==> src/rtl/core/sfrx_pkg.sv <==
`timescale 1ns / 1ps

package sfrx_pkg;

  // frame geometry
  localparam int FRAME_BYTES_DEF = 8;
  localparam int POS_W           = 6;
  localparam int BYTE_W          = 8;
  localparam int MS_W            = 16;

  // protocol constants
  localparam logic [BYTE_W-1:0] SYNC_BYTE     = 8'hAA;
  localparam logic [MS_W-1:0]   TIMEOUT_RESET = 16'd50;
  localparam logic [MS_W-1:0]   IDLE_MAX      = 16'hFFFF;

  // input item kinds
  typedef enum logic {
    OP_BYTE = 1'b0,
    OP_TICK = 1'b1
  } sfrx_op_t;

  // controller states
  typedef enum logic [1:0] {
    ST_RECV = 2'd0,
    ST_READ = 2'd1,
    ST_SHOW = 2'd2
  } sfrx_state_t;

  // controller to datapath
  typedef struct packed {
    logic take;     // input item may be accepted
    logic rd_en;    // read frame store at emit index
    logic idx_clr;  // restart emit index
    logic idx_inc;  // advance emit index
    logic show;     // output item valid
  } sfrx_cmd_t;

  // datapath to controller
  typedef struct packed {
    logic frame_ok;  // current byte completes a frame with matching checksum
    logic idx_last;  // emit index is on the checksum byte
  } sfrx_sts_t;

endpackage

==> src/rtl/core/sfrx_ctrl.sv <==
`timescale 1ns / 1ps

module sfrx_ctrl
  import sfrx_pkg::*;
(
  input  logic      clk,
  input  logic      rst,
  input  logic      in_valid,
  input  logic      out_ready,
  input  sfrx_sts_t sts,
  output sfrx_cmd_t cmd
);

  sfrx_state_t state;
  sfrx_state_t state_next;

  // state register
  always_ff @(posedge clk) begin
    if (rst) begin
      state <= ST_RECV;
    end else begin
      state <= state_next;
    end
  end

  // next state
  always_comb begin
    state_next = state;
    case (state)
      ST_RECV: begin
        if (in_valid && sts.frame_ok) state_next = ST_READ;
      end
      ST_READ: begin
        state_next = ST_SHOW;
      end
      ST_SHOW: begin
        if (out_ready) state_next = sts.idx_last ? ST_RECV : ST_READ;
      end
      default: begin
        state_next = ST_RECV;
      end
    endcase
  end

  // commands
  always_comb begin
    cmd = '0;
    case (state)
      ST_RECV: begin
        cmd.take    = 1'b1;
        cmd.idx_clr = in_valid && sts.frame_ok;
      end
      ST_READ: begin
        cmd.rd_en = 1'b1;
      end
      ST_SHOW: begin
        cmd.show    = 1'b1;
        cmd.idx_inc = out_ready && !sts.idx_last;
      end
      default: begin
        cmd = '0;
      end
    endcase
  end

endmodule

==> config.mk <==
export PLATFORM = sky130hd
export DESIGN_NAME = sfrx_ctrl
export DESIGN_NICKNAME = d
export VERILOG_FILES = /design/src/rtl/core/sfrx_pkg.sv /design/src/rtl/core/sfrx_ctrl.sv
export SDC_FILE = /design/constraint.sdc
export NUM_CORES = 1
export LEC_CHECK = 0
export BUFFER_PORTS_ARGS = -buffer_cell sky130_fd_sc_hd__buf_2
export CAP_MARGIN = 20
export CORE_AREA = 2 2 39 41
export DETAILED_ROUTE_END_ITERATION = 6
export DIE_AREA = 0 0 41 43
export PLACE_DENSITY = 0.37
export SYNTH_ARGS = -nofsm -noshare
export SYNTH_HDL_FRONTEND = slang
export SYNTH_SLANG_ARGS = --single-unit
==> constraint.sdc <==
create_clock -name clk -period 0.8 [get_ports clk]
set_input_delay 0.04 -clock clk [delete_from_list [all_inputs] [get_ports clk]]
set_output_delay 0.04 -clock clk [all_outputs]
set_load 0.03 [all_outputs]
==> results by stage, run 1 <==
Outcome:
- The flow ran to the end, but the final reports show violations.
- The checks that failed: negative setup slack.

Worst setup path:
- For the worst flop-to-flop path, the logic depth is 2.
- The setup slack on the worst flop-to-flop path is -0.04 ns.
- The beginning of the worst register-to-register path is state[1]$_SDFFE_PP0P_.
- The worst setup path is captured at an output pin.
- The largest driver fanout on the critical path is 6.
- At the worst endpoint, the arrival time is 1.04 ns.
- The launching element type of the critical path is a flip-flop.
- The worst register-to-register path ends at state[0]$_SDFFE_PP0P_.
- The required arrival time at the worst endpoint is ~0.76 ns.
- The critical path class is flip-flop to output pin.

Floorplanning:
- The starting density of the core is 8.95%.
- The core region is 0.00138 mm^2.
- The I/O pin count is 11.
- The floorplan row count is 14.
- The overall die width is 41 um.
- The height of the die is between 40 and 50 um.
- The full die area is 0.00176 mm^2.

Clock tree:
- TritonCTS built the clock tree.
- The clock passes through at most 2 buffers.
- CTS built an H-tree with a depth of 1.
- At the later pin of the worst-skew pair, clock insertion delay measures 0.23 ns.
- The clock net sink count is 2.
- Buffers inserted during clock tree synthesis total 3.
- The tree is rooted in a sky130_fd_sc_hd__clkbuf_4.
- The clock slew at the register clock pins of the worst setup and hold paths is 0.03 ns.

STA:
- The final setup slack of the worst path is -0.282 ns.
- Hold timing on the final database bottoms out at a slack of 0.0960 ns.
- The post-route clock period utilization is 135%.
- The final max-slew violation count came to 0.
- At the pin with the least slew margin, the transition time is 0.181 ns.
- The highest attainable clock frequency is 924 MHz.
- The worst pin sits at a relative slew slack of 87.9%.
- The final hold violation count is 0.
- The worst setup skew after layout is approximately 0.0057 ns.
- The shortest period the worst path allows is 1.08 ns.
- Setup repair after global routing could not meet its margin everywhere.
- The sum of negative setup slack is -1.17 ns.
- Setup violations remaining at the end of the flow were counted as 7.

Layout:
- Leaving out fill and tap cells, the most frequent cell in the layout is sky130_fd_sc_hd__buf_6.
- The largest register by flop count is state.
- The post-route netlist has 76.7% of its cells at a drive strength greater than 1.
- The number of flip-flops under the largest register name is 2.
- The final standard cell count with taps included and fillers excluded is 46.
- The top cell types in the final layout, fill and taps aside, are sky130_fd_sc_hd__buf_6, sky130_fd_sc_hd__buf_2, sky130_fd_sc_hd__clkbuf_4.
- The net count of the finished layout is 37.
- From synthesis to final layout, the design area changed by 147%.
- The end-of-flow core utilization is 22.2%.
- The finished cells cover 307 um^2.
- 0 antenna diodes ended up in the layout.
- The largest registers in the layout are state: 2 flops.

Yosys:
- The largest area contributor in the netlist is sky130_fd_sc_hd__dfxtp_1.
- The count of yosys warnings during synthesis is 0.
- Summing the sequential cell areas from Yosys gives between 30% and 40% of the chip area.
- Synthesis produced a netlist with a net count of 19.
- In this run the cell area of the synthesized design comes to 124 um^2.
- Yosys attributes the largest share of cell area to sky130_fd_sc_hd__dfxtp_1, sky130_fd_sc_hd__nor2b_2, sky130_fd_sc_hd__nand3b_1, sky130_fd_sc_hd__o21ba_1, sky130_fd_sc_hd__and3b_1.
- The post-synthesis instance total is 13.
- The area share of the largest cell type after synthesis is 32.3%.
- After synthesis, the netlist uses 10 different library cells.
- The average footprint of a synthesized cell is between 9 and 10 um^2.
- In this run, synthesis produced a sequential element count of 2.

Min path:
- The tightest min-delay check is of the primary input to flip-flop type.
- The worst hold path startpoint is sts[0].
- The hold-critical path endpoint is state[0]$_SDFFE_PP0P_.
- The cell depth of the worst min-delay path is 3.

Routing:
- In the routed layout, each cell is associated on average with a via count of 3.37.
- The total routed wirelength is roughly 370 um.
- The first TritonRoute pass finished after 2 iterations.
- The total vias in the final route is 155.
- The average wire per standard cell is 7.96 um.
- The iteration-0 DRC count of the detailed router is 5.
- The remaining design rule violation count is 0.
- Once detail routing completed, the nets flagged for antenna violations numbered 0.

Power:
- The post-route total power is 0.472 mW.
- The analysis attributes to cell leakage a power of 0.144 nW.
- In this run the power density over the cells is 1540 mW/mm^2.
- The largest voltage drop on the vdd net is 336 uV.

Placement:
- After detailed placement, the design holds a cell count of 39.
- The setup slack after placement is -0.130 ns.
- At the end of routability-driven placement, the weighted congestion stood at 0.540.
- The total cell area at the placement stage is 213 um^2.
- Port buffering added 10 buffers.

Global route:
- The initial antenna violation count is 0.
- The number of global-route vias before repair came to approximately 170.
- The first global-routing pass estimated 614 um of wire.
- The global-route congestion overflow total is 0.
- Global routing used roughly 6.2% of the available tracks across all layers.
- The maximum number of pins on one net before global-route repair is 7.

Run:
- Max-cap violations in this run came to 0.
area by class of cell:
type	instances	area [um^2]
sequential	2	47.5
fill	154	1080
clock buffer	4	26.3
multi-input combinational	10	95.1
tap	16	20.0
timing repair buffer	14	118
worst max path at each step:
stage	startpoint	end	slack, ns	cells after the start
2_1_floorplan	state[1]$_SDFFE_PP0P_	cmd[1]	-0.17	2
3_3_place_gp	state[0]$_SDFFE_PP0P_	cmd[2]	-0.13	3
3_5_place_dp	state[0]$_SDFFE_PP0P_	cmd[2]	-0.13	3
4_1_cts	state[1]$_SDFFE_PP0P_	cmd[1]	-0.30	3
5_1_grt	state[1]$_SDFFE_PP0P_	cmd[1]	-0.34	3
6_report	state[1]$_SDFFE_PP0P_	cmd[1]	-0.28	3
layer usage:
layer / up-vias / routed length, um / global-route usage [%]
met5: - / 0 / 0
met4: 0 / 0 / 8.00
met3: 0 / 24 / 4.71
met2: 4 / 242 / 9.38
met1: 70 / 99 / 3.51
li1: 81 / - / -
repair_timing:
item                       in CTS  in global routing
setup buffers                   2                  0
setup endpoints to repair       7                  7
resized for setup              12                  2
pin swaps                       1                  2
hold buffers                    1                  0
hold endpoints to repair        1                  0
cell families after synthesis:
logic type | after synthesis | synth area share [%]
AO/OA/AOI/OAI | 2 | 14.1
AND/OR/NAND/NOR | 8 | 47.5
flip-flops | 2 | 32.3
buffers and inverters | 1 | 6.06
synthesized netlist by cell type:
| cell | count |
|---|---|
| sky130_fd_sc_hd__dfxtp_1 | 2 |
| sky130_fd_sc_hd__nand3b_1 | 2 |
| sky130_fd_sc_hd__nor2b_2 | 2 |
| sky130_fd_sc_hd__a211oi_1 | 1 |
| sky130_fd_sc_hd__and3_1 | 1 |
| sky130_fd_sc_hd__and3b_1 | 1 |
| sky130_fd_sc_hd__buf_4 | 1 |
| sky130_fd_sc_hd__nor2_1 | 1 |
| sky130_fd_sc_hd__nor3b_1 | 1 |
| sky130_fd_sc_hd__o21ba_1 | 1 |
worst max-delay path, stage by stage (launching register included):
cell and delay (ns):
sky130_fd_sc_hd__dfxtp_4 0.37, sky130_fd_sc_hd__nor2b_4 0.14, sky130_fd_sc_hd__and3b_2 0.18, sky130_fd_sc_hd__buf_6 0.12
power breakdown:
group,internal (mW),switching (mW)
logic,0.0648,0.0489
registers,0.102,0.00883
clock network,0.186,0.0626
total,0.352,0.120
Note: power is estimated with default switching activity, not from simulation.
==> run 2, diff against run 1 <==
CAP_MARGIN = 15   (was 20)
CORE_AREA = 8 8 45 47   (was 2 2 39 41)
DIE_AREA = 0 0 53 55   (was 0 0 41 43)
==> run 2 against run 1 <==
  * Via count rose by 1.9%
  * Clock power barely moved
  * Wire length rose by 16%
  * The run still ends with negative setup slack left
  * Critical endpoint unchanged
  * Sequential power barely moved
  * Critical path type unchanged
  * Worst setup slack got worse by 0.0026 ns
  * Worst hold slack got worse by 0.0014 ns
  * Power fell by 1.6%
  * Register-to-register slack got worse by 0.11 ns
  * Non-clock buffer count did not move
  * Core utilization fell by 0.27 points
==> results by stage, run 2 (synthesized netlist as in run 1, its figures left out) <==
Outcome:
- The run finished, with violations left.
- The checks that failed: negative setup slack.

Layout:
- The sequential cells in the finished layout cover a total of ~48 um^2.
- The number of inserted diodes is 0.
- The layout has 162 filler cells.
- From synthesis to final layout, the design area changed by 144%.
- Of the cells placed in the final design, the portion with a size suffix greater than 1 is between 70 and 80%.
- The register with the most flip-flops in the final layout is state.
- Leaving out fill and tap cells, the most frequent cells in the layout are sky130_fd_sc_hd__buf_6, sky130_fd_sc_hd__buf_2, sky130_fd_sc_hd__clkbuf_4.
- In the final layout, the registers with the most flip-flops are state: 2 flops.
- The library cell used most frequently in the layout, excluding fill and tap cells, is sky130_fd_sc_hd__buf_6.
- The number of flip-flops under the largest register name is 2.
- The total area of multi-input combinational cells is 91.3 um^2.
- For this run, the post-layout net count is 37.

Global route:
- The first global-routing pass estimated 683 um of wire.
- Global routing consumed, over all layers together, ~3.8% of the routing resources.
- The maximum number of pins on one net before global-route repair is 6.
- The global-route congestion overflow total is 0.
- The number of global-route vias before repair is 183.
- The initial antenna violation count was 0.

Placement:
- Timing analysis after detailed placement gives a worst setup slack of -0.129 ns.
- Routability-driven placement finished with a final weighted congestion of 0.619.
- The number of buffers inserted by port buffering is 10.
- After legalization and detailed placement, the total HPWL measured 337 um.

Routing:
- The number of vias per cell after detailed routing is 3.43.
- For this run, the detailed router's first-pass iteration total came to 1.
- For this run, design rule violations remaining after detail routing come to 0.
- For this block, the initial DRC count from the detailed router was 0.
- The total vias in the final route is 158.
- The remaining antenna violation count after routing is 0.
- The total routed wirelength is about 420 um.
- After detailed routing, the average wire length per cell comes to 9.20 um.

Worst setup path:
- For the worst setup path, the data required time is 0.76 ns.
- By startpoint and endpoint, the worst setup path is classified as flip-flop to output pin.
- The critical path goes through nor2b_4 -> and3b_2 -> buf_6.
- The largest driver fanout on the critical path is 4.
- The maximum cell stage delay along the critical path is 0.36 ns.
- The worst reg-to-reg path cell count is 3.
- At the worst endpoint, the arrival time is about 1.0 ns.
- STA classifies the critical path startpoint as a flip-flop.
- Among all stages on the critical path, the largest delay is contributed by sky130_fd_sc_hd__dfxtp_4.
- STA classifies the critical path endpoint as an output pin.

Power:
- The post-route total power is 0.465 mW.
- VDD sags by at most 280 uV.
- For this design the total switching power over the nets is 0.119 mW.
- The combinational power share is between 20% and 30%.
- The internal portion of the total power is 0.347 mW.
- Of the total power, the share spent switching nets is 25.5%.
- The sequential power share is 23.6%.
- The leakage component of the power is 0.145 nW.
- The power per cell area is 1540 mW/mm^2.
- The clock network is responsible for 53.3% of the overall power.

Clock tree:
- TritonCTS created 3 clock buffers.
- The cell at the root of the clock tree is sky130_fd_sc_hd__clkbuf_4.
- The number of buffers between clock root and the deepest sink is 2.
- The clock insertion delay at the later pin of the skew report is around 0.23 ns.
- The clock net sink count is 2.
- The clock slew at the register clock pins of the worst setup and hold paths is 0.04 ns.
- The number of H-tree levels is 1.
- TritonCTS built the clock tree.

Floorplanning:
- The I/O pin count is 11.
- Row generation in the floorplan step produced 14 rows.
- The full die area is roughly 0.003 mm^2.
- The floorplan step set the die width to 53 um.
- The core region is 0.00138 mm^2.
- The initial utilization of the core area, before any placement, comes to 8.95%.
- The height of the die is 55 um.

STA:
- In the finished design, the share of the clock period the worst path needs comes to 136%.
- The final hold violation count is 0.
- The highest attainable clock frequency is 922 MHz.
- The worst hold margin is 0.0946 ns.
- The relative slew slack is around 89%.
- The worst setup skew after layout is 0.00757 ns.
- Setup repair after global routing could not meet its margin everywhere.
- For the pin with the worst max-slew slack, the measured transition is 0.171 ns.
- Across all setup checks in the final design, the least slack found is -0.284 ns.
- The final max-slew violation count is 0.
- The shortest period the worst path allows is between 1 and 1.5 ns.
- The final-report setup violation count is 7.

Min path:
- The worst hold path was traced through 3 stages.
- The min-delay analysis places its worst path in the category primary input to flip-flop.

Run:
- Across the run, the number of max-cap violations was 0.
-- run 2: changes by cell type in the layout (fill, tap and decap cells not counted) --
cell and change:
sky130_fd_sc_hd__and3_2 +1, sky130_fd_sc_hd__and3_4 -1
-- run 2: worst paths after layout --
check / start / to / slack, ns
setup / recovery: state[1]$_SDFFE_PP0P_ / cmd[1] / -0.28
hold / removal: sts[1] / state[0]$_SDFFE_PP0P_ / 0.09
setup reg to reg: state[1]$_SDFFE_PP0P_ / state[0]$_SDFFE_PP0P_ / -0.15
hold reg to reg: state[0]$_SDFFE_PP0P_ / state[0]$_SDFFE_PP0P_ / 0.47
-- run 2: through the flow --
step	area [um^2]	util, %	TNS (ns)	instances
after CTS	299	21.6	-1.30	46
after detailed placement	205	14.8	-0.420	38
final	303	21.9	-1.21	46
after floorplan	143	-	-0.335	13
after global placement	205	14.8	-0.401	38
after global routing	303	21.9	-1.54	46
-- run 2: layout make-up --
type | instances | share of cell area, %
multi-input combinational | 10 | 30.2
sequential | 2 | 15.7
clock buffer | 4 | 8.68
timing repair buffer | 14 | 38.8
tap | 16 | 6.61
-- run 2: power groups by stage --
stage / registers [mW] / clock network [mW] / logic (mW)
after floorplan: 0.112 / 0 / 0.0519
after global placement: 0.114 / 0 / 0.0768
after detailed placement: 0.114 / 0 / 0.0774
after CTS: 0.110 / 0.263 / 0.106
after global routing: 0.111 / 0.278 / 0.115
final: 0.110 / 0.248 / 0.107
-- run 2: worst max-delay path: cells and delay by family, from the launching register on --
family,cells,cell delay [ns]
AND/OR/NAND/NOR,2,0.32
buffers and inverters,1,0.12
flip-flops,1,0.36
-- run 2: metal layers --
layer / vias to the layer above / GRT usage, % / part of all wire (%)
met1: 73 / 1.82 / 24
met5: - / 0 / 0
met4: 0 / 7.76 / 0
met2: 4 / 6.05 / 65
met3: 0 / 2.14 / 11
li1: 81 / - / -
-- run 2: timing repair --
action,CTS,global route
hold buffers,1,0
setup endpoints to repair,7,7
gates cloned,0,0
hold endpoints to repair,1,0
gates resized for setup,12,1
setup buffers,3,0
