==> config.mk <==
export PLATFORM = sky130hd
export DESIGN_NAME = sfrx_dp
export DESIGN_NICKNAME = d
export VERILOG_FILES = /design/src/rtl/core/sfrx_pkg.sv /design/src/rtl/core/sfrx_ram.sv /design/src/rtl/core/sfrx_dp.sv
export SDC_FILE = /design/constraint.sdc
export NUM_CORES = 1
export LEC_CHECK = 0
export ABC_AREA = 1
export BUFFER_PORTS_ARGS = -buffer_cell sky130_fd_sc_hd__buf_4
export CAP_MARGIN = 20
export CORE_UTILIZATION = 64
export CTS_CLUSTER_SIZE = 14
export DETAILED_ROUTE_END_ITERATION = 10
export GPL_ROUTABILITY_DRIVEN = 1
export MAX_ROUTING_LAYER = met4
export PLACE_DENSITY = 0.84
export REMOVE_ABC_BUFFERS = 1
export SYNTH_ARGS = -nofsm -noshare
export SYNTH_HDL_FRONTEND = slang
export SYNTH_SLANG_ARGS = --single-unit
==> constraint.sdc <==
create_clock -name clk -period 4.16 [get_ports clk]
set_input_delay 0.624 -clock clk [delete_from_list [all_inputs] [get_ports clk]]
set_output_delay 0.624 -clock clk [all_outputs]
set_load 0.05 [all_outputs]
==> src/rtl/core/sfrx_pkg.sv <==
`timescale 1ns / 1ps

package sfrx_pkg;

  // frame geometry
  localparam int FRAME_BYTES_DEF = 8;
  localparam int POS_W           = 6;
  localparam int BYTE_W          = 8;
  localparam int MS_W            = 16;

  // protocol constants
  localparam logic [BYTE_W-1:0] SYNC_BYTE     = 8'hAA;
  localparam logic [MS_W-1:0]   TIMEOUT_RESET = 16'd50;
  localparam logic [MS_W-1:0]   IDLE_MAX      = 16'hFFFF;

  // input item kinds
  typedef enum logic {
    OP_BYTE = 1'b0,
    OP_TICK = 1'b1
  } sfrx_op_t;

  // controller states
  typedef enum logic [1:0] {
    ST_RECV = 2'd0,
    ST_READ = 2'd1,
    ST_SHOW = 2'd2
  } sfrx_state_t;

  // controller to datapath
  typedef struct packed {
    logic take;     // input item may be accepted
    logic rd_en;    // read frame store at emit index
    logic idx_clr;  // restart emit index
    logic idx_inc;  // advance emit index
    logic show;     // output item valid
  } sfrx_cmd_t;

  // datapath to controller
  typedef struct packed {
    logic frame_ok;  // current byte completes a frame with matching checksum
    logic idx_last;  // emit index is on the checksum byte
  } sfrx_sts_t;

endpackage

==> src/rtl/core/sfrx_ram.sv <==
`timescale 1ns / 1ps

module sfrx_ram #(
  parameter int WIDTH = 8,
  parameter int DEPTH = 8
) (
  input  logic                     clk,
  input  logic                     we,
  input  logic [$clog2(DEPTH)-1:0] waddr,
  input  logic [WIDTH-1:0]         wdata,
  input  logic                     re,
  input  logic [$clog2(DEPTH)-1:0] raddr,
  output logic [WIDTH-1:0]         rdata
);

  logic [WIDTH-1:0] mem [DEPTH];

  // one write port, one registered read port
  always_ff @(posedge clk) begin
    if (we) begin
      mem[waddr] <= wdata;
    end
    if (re) begin
      rdata <= mem[raddr];
    end
  end

endmodule

==> src/rtl/core/sfrx_dp.sv <==
`timescale 1ns / 1ps

module sfrx_dp
  import sfrx_pkg::*;
#(
  parameter int FRAME_BYTES = FRAME_BYTES_DEF
) (
  input  logic              clk,
  input  logic              rst,
  input  sfrx_cmd_t         cmd,
  output sfrx_sts_t         sts,
  input  logic              in_valid,
  input  logic              opcode,
  input  logic [BYTE_W-1:0] rx_byte,
  input  logic              cfg_wr_en,
  input  logic [MS_W-1:0]   cfg_wr_data,
  output logic [BYTE_W-1:0] frame_byte,
  output logic [POS_W-1:0]  byte_position,
  output logic              last_of_frame
);

  localparam int IDX_W = $clog2(FRAME_BYTES);
  localparam logic [IDX_W-1:0] LAST_IDX = IDX_W'(FRAME_BYTES - 1);

  logic [IDX_W-1:0]  fill;
  logic [BYTE_W-1:0] running_xor;
  logic [MS_W-1:0]   idle_ms;
  logic [MS_W-1:0]   idle_ms_next;
  logic [MS_W-1:0]   idle_timeout_ms;
  logic [IDX_W-1:0]  emit_idx;

  logic fire;
  logic is_tick;
  logic skip;
  logic store;
  logic at_last;

  assign fire    = cmd.take && in_valid;
  assign is_tick = (sfrx_op_t'(opcode) == OP_TICK);
  assign at_last = (fill == LAST_IDX);
  assign skip    = (fill == '0) && (rx_byte != SYNC_BYTE);
  assign store   = fire && !is_tick && !skip;

  // saturating millisecond count
  assign idle_ms_next = (idle_ms == IDLE_MAX) ? idle_ms : idle_ms + 1'b1;

  // timeout register
  always_ff @(posedge clk) begin
    if (rst) begin
      idle_timeout_ms <= TIMEOUT_RESET;
    end else if (cfg_wr_en) begin
      idle_timeout_ms <= cfg_wr_data;
    end
  end

  // fill count, checksum and idle counter
  always_ff @(posedge clk) begin
    if (rst) begin
      fill        <= '0;
      running_xor <= '0;
      idle_ms     <= '0;
    end else if (fire) begin
      if (is_tick) begin
        idle_ms <= idle_ms_next;
        if (idle_ms_next > idle_timeout_ms) begin
          fill        <= '0;
          running_xor <= '0;
        end
      end else begin
        idle_ms <= '0;
        if (!skip) begin
          if (at_last) begin
            fill        <= '0;
            running_xor <= '0;
          end else begin
            fill        <= fill + 1'b1;
            running_xor <= running_xor ^ rx_byte;
          end
        end
      end
    end
  end

  // emit index
  always_ff @(posedge clk) begin
    if (cmd.idx_clr) begin
      emit_idx <= '0;
    end else if (cmd.idx_inc) begin
      emit_idx <= emit_idx + 1'b1;
    end
  end

  // frame store
  sfrx_ram #(
    .WIDTH (BYTE_W),
    .DEPTH (FRAME_BYTES)
  ) u_store (
    .clk   (clk),
    .we    (store),
    .waddr (fill),
    .wdata (rx_byte),
    .re    (cmd.rd_en),
    .raddr (emit_idx),
    .rdata (frame_byte)
  );

  // status and output fields
  assign sts.frame_ok  = !is_tick && !skip && at_last && (running_xor == rx_byte);
  assign sts.idx_last  = (emit_idx == LAST_IDX);
  assign byte_position = POS_W'(emit_idx);
  assign last_of_frame = sts.idx_last;

endmodule

==> metrics.txt, run 1 <==
ys flop type edfxtp_1; ANT cells 0; Overall Global Routing Usage 0.298; antenna viol nets, final 0; hold buffers post-CTS 0; P&R area growth vs syn 17.0%; Seq pwr share 0.423; setup TNS 0 ps; routed wire length 12800 um; switching part of the total 0.228; clock transition at the registers of the reported paths 60 ps; clock buffer depth 2; CTS tree yes; Max-slew headroom 0.343; Nets 717; share of layout cells above drive strength 1 0.177; power per cell area 450 mW/mm^2; Port Buffer Count 46; initial core utilization 0.660; Skew-Pair Late Insertion Delay 510 ps; CP Class reg2reg; First DRT Iteration DRCs 448; first-pass GRT wire length 19900 um; slowest stage delay, CP 500 ps; gp weighted congestion 0.889; ys async rst share 0; vias in the first global route 4176; Psw 0.000687 W; register bit total from synthesis 118; I/O Pins 51; crit path DAT 3810 ps; Post-DP HPWL 7760 um; R2R depth 16; critical path data required time 4560 ps; drc violations 0; crit path launch idle_ms[0]; Crit path max-delay family simple AND/OR/NAND/NOR gates; reg-to-reg endpoint running_xor[1]; status complete, no violations; die height 96.6 um; die area 0.00933 sq mm; slowest cell on the critical path nand2_1; minimum clock period 3410 ps; post-route clock period utilization 0.819; CTS Root Cell clkbuf_8; number of synthesized flops with an enable pin 72; total number of vias 4553; Startpoint Class flop; Buf/Inv on CP 2; initial antenna violation count 0; clock power share 0.499; number of buffers added for setup after CTS 0; unrepaired setup endpoints after global routing no; Pre-Repair DR Iteration Count 5; Worst VDD drop 0.304 mV; Reg2Reg Setup Slack 750 ps; Ys Warns 0; mapped cell area 0.00573 sq mm; CTS Buf Count 17; Distinct cells, synth 40; H-tree depth 4; cells along the critical path inv_1 -> nor2_2 -> inv_1 -> nor2_2 -> nand2_1 -> o21ai_0 -> nand3_1 -> ha_1 -> nand2_1 -> nor2_1 -> nand2_1 -> o21a_1 -> nand2_1 -> nand3_1 -> nand2_1 -> nor2_1; Worst Hold Class in2reg; Achievable Freq 293 MHz; endpoints failing hold 0; critical path fanouts, max 22; vias per cell 5.82; drt wl/cell 16.4 um; Worst Setup End Kind flop; fin worst setup slack 751 ps; Hold Path Stages 2; Die Wd 96.6 um; static leakage 2.73 nW; max_cap viols 0; WP depth 16; combinational power share 0.077; final setup vio count 0; worst hold start cmd[2]; CP dominant cell by count nand2_1; Slew @ Worst Pin 981 ps; Core Rows 34; count of pins over their slew limit 0; Synth Instances 620; mean area per synthesized cell 9.24 sq um; clk sinks 118; core area 0.00868 sq mm; cts repair resizes 0; Setup WS pre-CTS 891 ps; aggregate global routing overflow 0; largest net degree at the start of global routing 36; Setup Skew 9.39 ps; Endpoint, Worst Hold emit_idx[0]; Cell Int Power 0.00233 W; Worst Hold Slack 279 ps; RR Startpoint idle_ms[0]; sequential element share of the synthesized area 0.538
-- placed cells by master (no fill, tap or decap), types with 7 or more instances in the layout --
cell type,synthesis,routed
a31oi_1,8,8
nand2_2,10,10
nor2_1,103,103
nand2_4,7,7
edfxtp_1,72,72
inv_1,59,59
a21oi_2,12,12
dfxtp_1,46,46
nand3_1,22,22
o21ai_0,53,53
clkbuf_16,0,16
nand2_1,84,84
buf_4,5,48
o22ai_1,8,8
a21oi_1,38,38
ha_1,22,22
xor2_1,12,12
-- metal layers --
| layer | share of wire | global-route usage | wire length (um) |
|---|---|---|---|
| met5 | 0 | - | 0 |
| met4 | 0.028 | 0.103 | 365 |
| met3 | 0.081 | 0.0610 | 1030 |
| met2 | 0.49 | 0.485 | 6330 |
| met1 | 0.40 | 0.372 | 5080 |
-- cell usage after synthesis, drive strengths merged (6+ instances only) --
master | n | area, sq um
nor2 | 108 | 442
nand2 | 101 | 457
edfxtp | 72 | 2160
inv | 60 | 225
o21ai | 53 | 265
a21oi | 50 | 295
dfxtp | 46 | 921
nand3 | 23 | 120
ha | 22 | 275
clkbuf | 16 | 60.1
buf | 12 | 83.8
xor2 | 12 | 105
a31oi | 8 | 50.1
o22ai | 8 | 50.1
nand4 | 7 | 50.1
nor3 | 6 | 46.3
xnor2 | 6 | 52.6
-- final cells by class --
class	instances	area [sq um]
inverter	61	229
fill	561	1980
multi-input combinational	415	2280
tap	108	135
sequential	118	3080
clock buffer	20	435
clock inverter	12	176
timing repair buffer	48	360
-- logic make-up after synthesis --
logic type	share of synthesized area
buf+inv	0.0651
fa+ha+maj	0.0481
compound gates	0.121
other cells	0.000655
xor+xnor	0.0275
flops	0.538
simple gates	0.200
-- worst max path at each step --
stage	to
global route	running_xor[4]
CTS	running_xor[1]
finish	running_xor[1]
floorplan	last_of_frame
global placement	fill[1]
detailed placement	fill[2]
-- power by group through the flow --
stage                     registers, W  logic (W)  clock network [W]
after detailed placement       0.00130   0.000227                  0
after CTS                      0.00128   0.000231            0.00151
after global routing           0.00128   0.000254            0.00156
final                          0.00128   0.000233            0.00150
after floorplan                0.00134  0.0000984                  0
after global placement         0.00130   0.000219                  0
-- worst reg2reg max path: cells and delay by family, from the launching register on --
| family | cells | cell delay (ps) |
|---|---|---|
| adder cells (fa/ha/maj) | 1 | 340 |
| buffers and inverters | 2 | 190 |
| AO/OA/AOI/OAI | 2 | 410 |
| flip-flops | 1 | 430 |
| AND/OR/NAND/NOR | 11 | 1930 |
-- flip-flops by register name (all words and copies together) (netlist names) --
register and count:
fill 3, u_store.mem 64, u_store.rdata 8, emit_idx 3
running_xor 8, idle_ms 16, idle_timeout_ms 16
-- metrics by stage --
step                      utilization  area, sq um  power [W]  instances
after global placement          0.701         6090    0.00152        750
after detailed placement        0.701         6090    0.00153        750
after CTS                       0.772         6700    0.00301        782
after floorplan                     -         5590    0.00144        594
after global routing            0.772         6700    0.00309        782
final                           0.772         6700    0.00301        782
Power figures use the tool's default switching activity.
==> run 2, diff against run 1 <==
Settings changed: CORE_UTILIZATION 64 to 54, PLACE_DENSITY 0.84 to 0.75.
Clock period 4.16 ns to 2.9 ns, I/O delays scaled along.
==> metrics.txt, run 2 (synthesis gave the netlist of run 1 again) <==
status complete, no violations (unchanged); RR Startpoint idle_ms[4] (was idle_ms[0]); critical path data required time 3330 ps (was 4560 ps); vias in the first global route 4198 (was 4176); P&R area growth vs syn 21.0% (was 17.0%); vias per cell 5.24 (was 5.82); CTS tree yes (unchanged); clk sinks 118 (unchanged); critical path fanouts, max 22 (unchanged); most common cell after layout, fill and taps aside nor2_1 (unchanged); Fillers 758 (was 561); Worst Hold Class in2reg (unchanged); gp weighted congestion 0.859 (was 0.889); First DRT Iteration DRCs 277 (was 448); area of the multi-input gates 0.00232 sq mm (was 0.00228 sq mm); die height 105 um (was 96.6 um); Skew-Pair Late Insertion Delay 530 ps (was 510 ps); CTS Root Cell clkbuf_8 (unchanged); Slew @ Worst Pin 895 ps (was 981 ps); final setup vio count 0 (unchanged); clock buffer depth 2 (unchanged); Post-DP HPWL 7810 um (was 7760 um); max_cap viols 0 (unchanged); aggregate global routing overflow 0 (unchanged); Overall Global Routing Usage 0.240 (was 0.298); Nets 732 (was 717); post-route clock period utilization 0.934 (was 0.819); core area 0.0103 sq mm (was 0.00868 sq mm); Setup Skew 8.71 ps (was 9.39 ps); worst hold start cmd[2] (unchanged); reg-to-reg endpoint running_xor[1] (unchanged); minimum clock period 2710 ps (was 3410 ps); Startpoint Class flop (unchanged); max reg flops 64 (unchanged); fin worst setup slack 191 ps (was 751 ps); Endpoint, Worst Hold emit_idx[0] (unchanged); routed wire length 11800 um (was 12800 um); power per cell area 631 mW/mm^2 (was 450 mW/mm^2); antenna viol nets, final 0 (unchanged); I/O Pins 51 (unchanged); Die Wd 105 um (was 96.6 um); Setup WS pre-CTS 65.3 ps (was 891 ps); clock transition at the registers of the reported paths 60 ps (about the same); ANT cells 0 (unchanged); cell area after layout 0.00693 sq mm (was 0.00670 sq mm); initial core utilization 0.555 (was 0.660); endpoints failing hold 0 (unchanged); drt wl/cell 14.3 um (was 16.4 um); die area 0.0110 sq mm (was 0.00933 sq mm); Pre-Repair DR Iteration Count 5 (unchanged); Reg2Reg Setup Slack 190 ps (was 750 ps); count of pins over their slew limit 0 (unchanged); Max-slew headroom 0.403 (was 0.343); CTS Buf Count 17 (unchanged); Largest regs u_store.mem x64, idle_ms x16, idle_timeout_ms x16 (unchanged); total number of vias 4325 (was 4553); crit path DAT 3140 ps (was 3810 ps); first-pass GRT wire length 19500 um (was 19900 um); Worst Setup End Kind flop (unchanged); Placed Area 0.00624 sq mm (was 0.00609 sq mm); H-tree depth 4 (unchanged); initial antenna violation count 0 (unchanged); storage element area 0.00309 sq mm (was 0.00308 sq mm); CP Class reg2reg (unchanged); Top reg by flops u_store.mem (unchanged); Core Rows 37 (was 34); Worst VDD drop 0.450 mV (was 0.304 mV); static leakage 2.84 nW (was 2.73 nW); most frequent cells in the layout nor2_1 (99), nand2_1 (84), edfxtp_1 (72), buf_4 (62), inv_1 (59) (was nor2_1 (103), nand2_1 (84), edfxtp_1 (72), inv_1 (59), o21ai_0 (53)); share of layout cells above drive strength 1 0.216 (was 0.177); R2R depth 17 (was 16); Hold Path Stages 2 (unchanged); Achievable Freq 369 MHz (was 293 MHz); drc violations 0 (unchanged); largest net degree at the start of global routing 36 (unchanged); Port Buffer Count 46 (unchanged)
[run 2: changes by cell type in the layout (fill, tap and decap cells not counted), sizes merged]
cell      change
buf          +15
inv           +4
clkbuf        -3
clkinvlp      -3
clkinv        +2
[run 2: timing repair]
item,in CTS,in global routing
hold buffers,0,0
resized for setup,1,17
pin swaps,0,3
buffers inserted,0,1
setup endpoints to repair,1,11
cloned,0,0
[run 2: worst max-delay path by stage]
| stage | from | end | slack [ps] | cells after the start |
|---|---|---|---|---|
| 3_5_place_dp | idle_ms[1] | running_xor[1] | 70 | 16 |
| 2_1_floorplan | idle_ms[0] | fill[0] | 200 | 19 |
| 5_1_grt | idle_ms[0] | fill[1] | -4 | 18 |
| 3_3_place_gp | idle_ms[1] | running_xor[6] | 140 | 16 |
| 6_report | idle_ms[4] | running_xor[1] | 190 | 17 |
| 4_1_cts | idle_ms[1] | running_xor[1] | 60 | 16 |
[run 2: routing by layer]
metal / vias up / part of all wire / global-route usage
li1: 2184 / - / -
met1: 1985 / 0.45 / 0.302
met2: 136 / 0.47 / 0.362
met3: 20 / 0.065 / 0.0692
met4: 0 / 0.017 / 0.103
met5: - / 0 / -
[run 2: per-stage QoR]
step                      setup TNS (ps)   util  std cells  power [W]  hold WS [ps]
after CTS                              0  0.666        824    0.00439          66.6
after detailed placement               0  0.604        792    0.00220           456
after floorplan                        0      -        594    0.00206           438
after global routing               -3.97  0.671        825    0.00452          65.2
final                                  0  0.671        825    0.00437          83.3
after global placement                 0  0.604        792    0.00219           455
[run 2: layout make-up]
| type | instances | area share |
|---|---|---|
| well taps | 136 | 0.0246 |
| inverters | 61 | 0.0334 |
| flip-flops and latches | 118 | 0.446 |
| clock buffers | 17 | 0.0598 |
| repair buffers | 63 | 0.0700 |
| multi-input cells | 415 | 0.335 |
| clock inverters | 15 | 0.0312 |
[run 2: worst max-delay path, stage by stage, from the launching register on]
cell	delay (ps)
dfxtp_1	380
nand2_1	140
inv_1	100
nand3_1	110
nor2_4	160
nand2_1	100
o21ai_0	160
nand3_1	130
ha_1	320
nand2_1	90
nor2_4	120
nand2_1	110
o21a_1	200
nand2_1	110
buf_12	160
nand3_1	90
nand2_1	80
nor2_1	50
[run 2: where the power goes]
| group | internal [W] | leakage (nW) | switching (W) |
|---|---|---|---|
| logic | 0.000111 | 1.51 | 0.000232 |
| clock network | 0.00142 | 0.302 | 0.000789 |
| registers | 0.00181 | 1.03 | 0.0000117 |
| total | 0.00334 | 2.84 | 0.00103 |
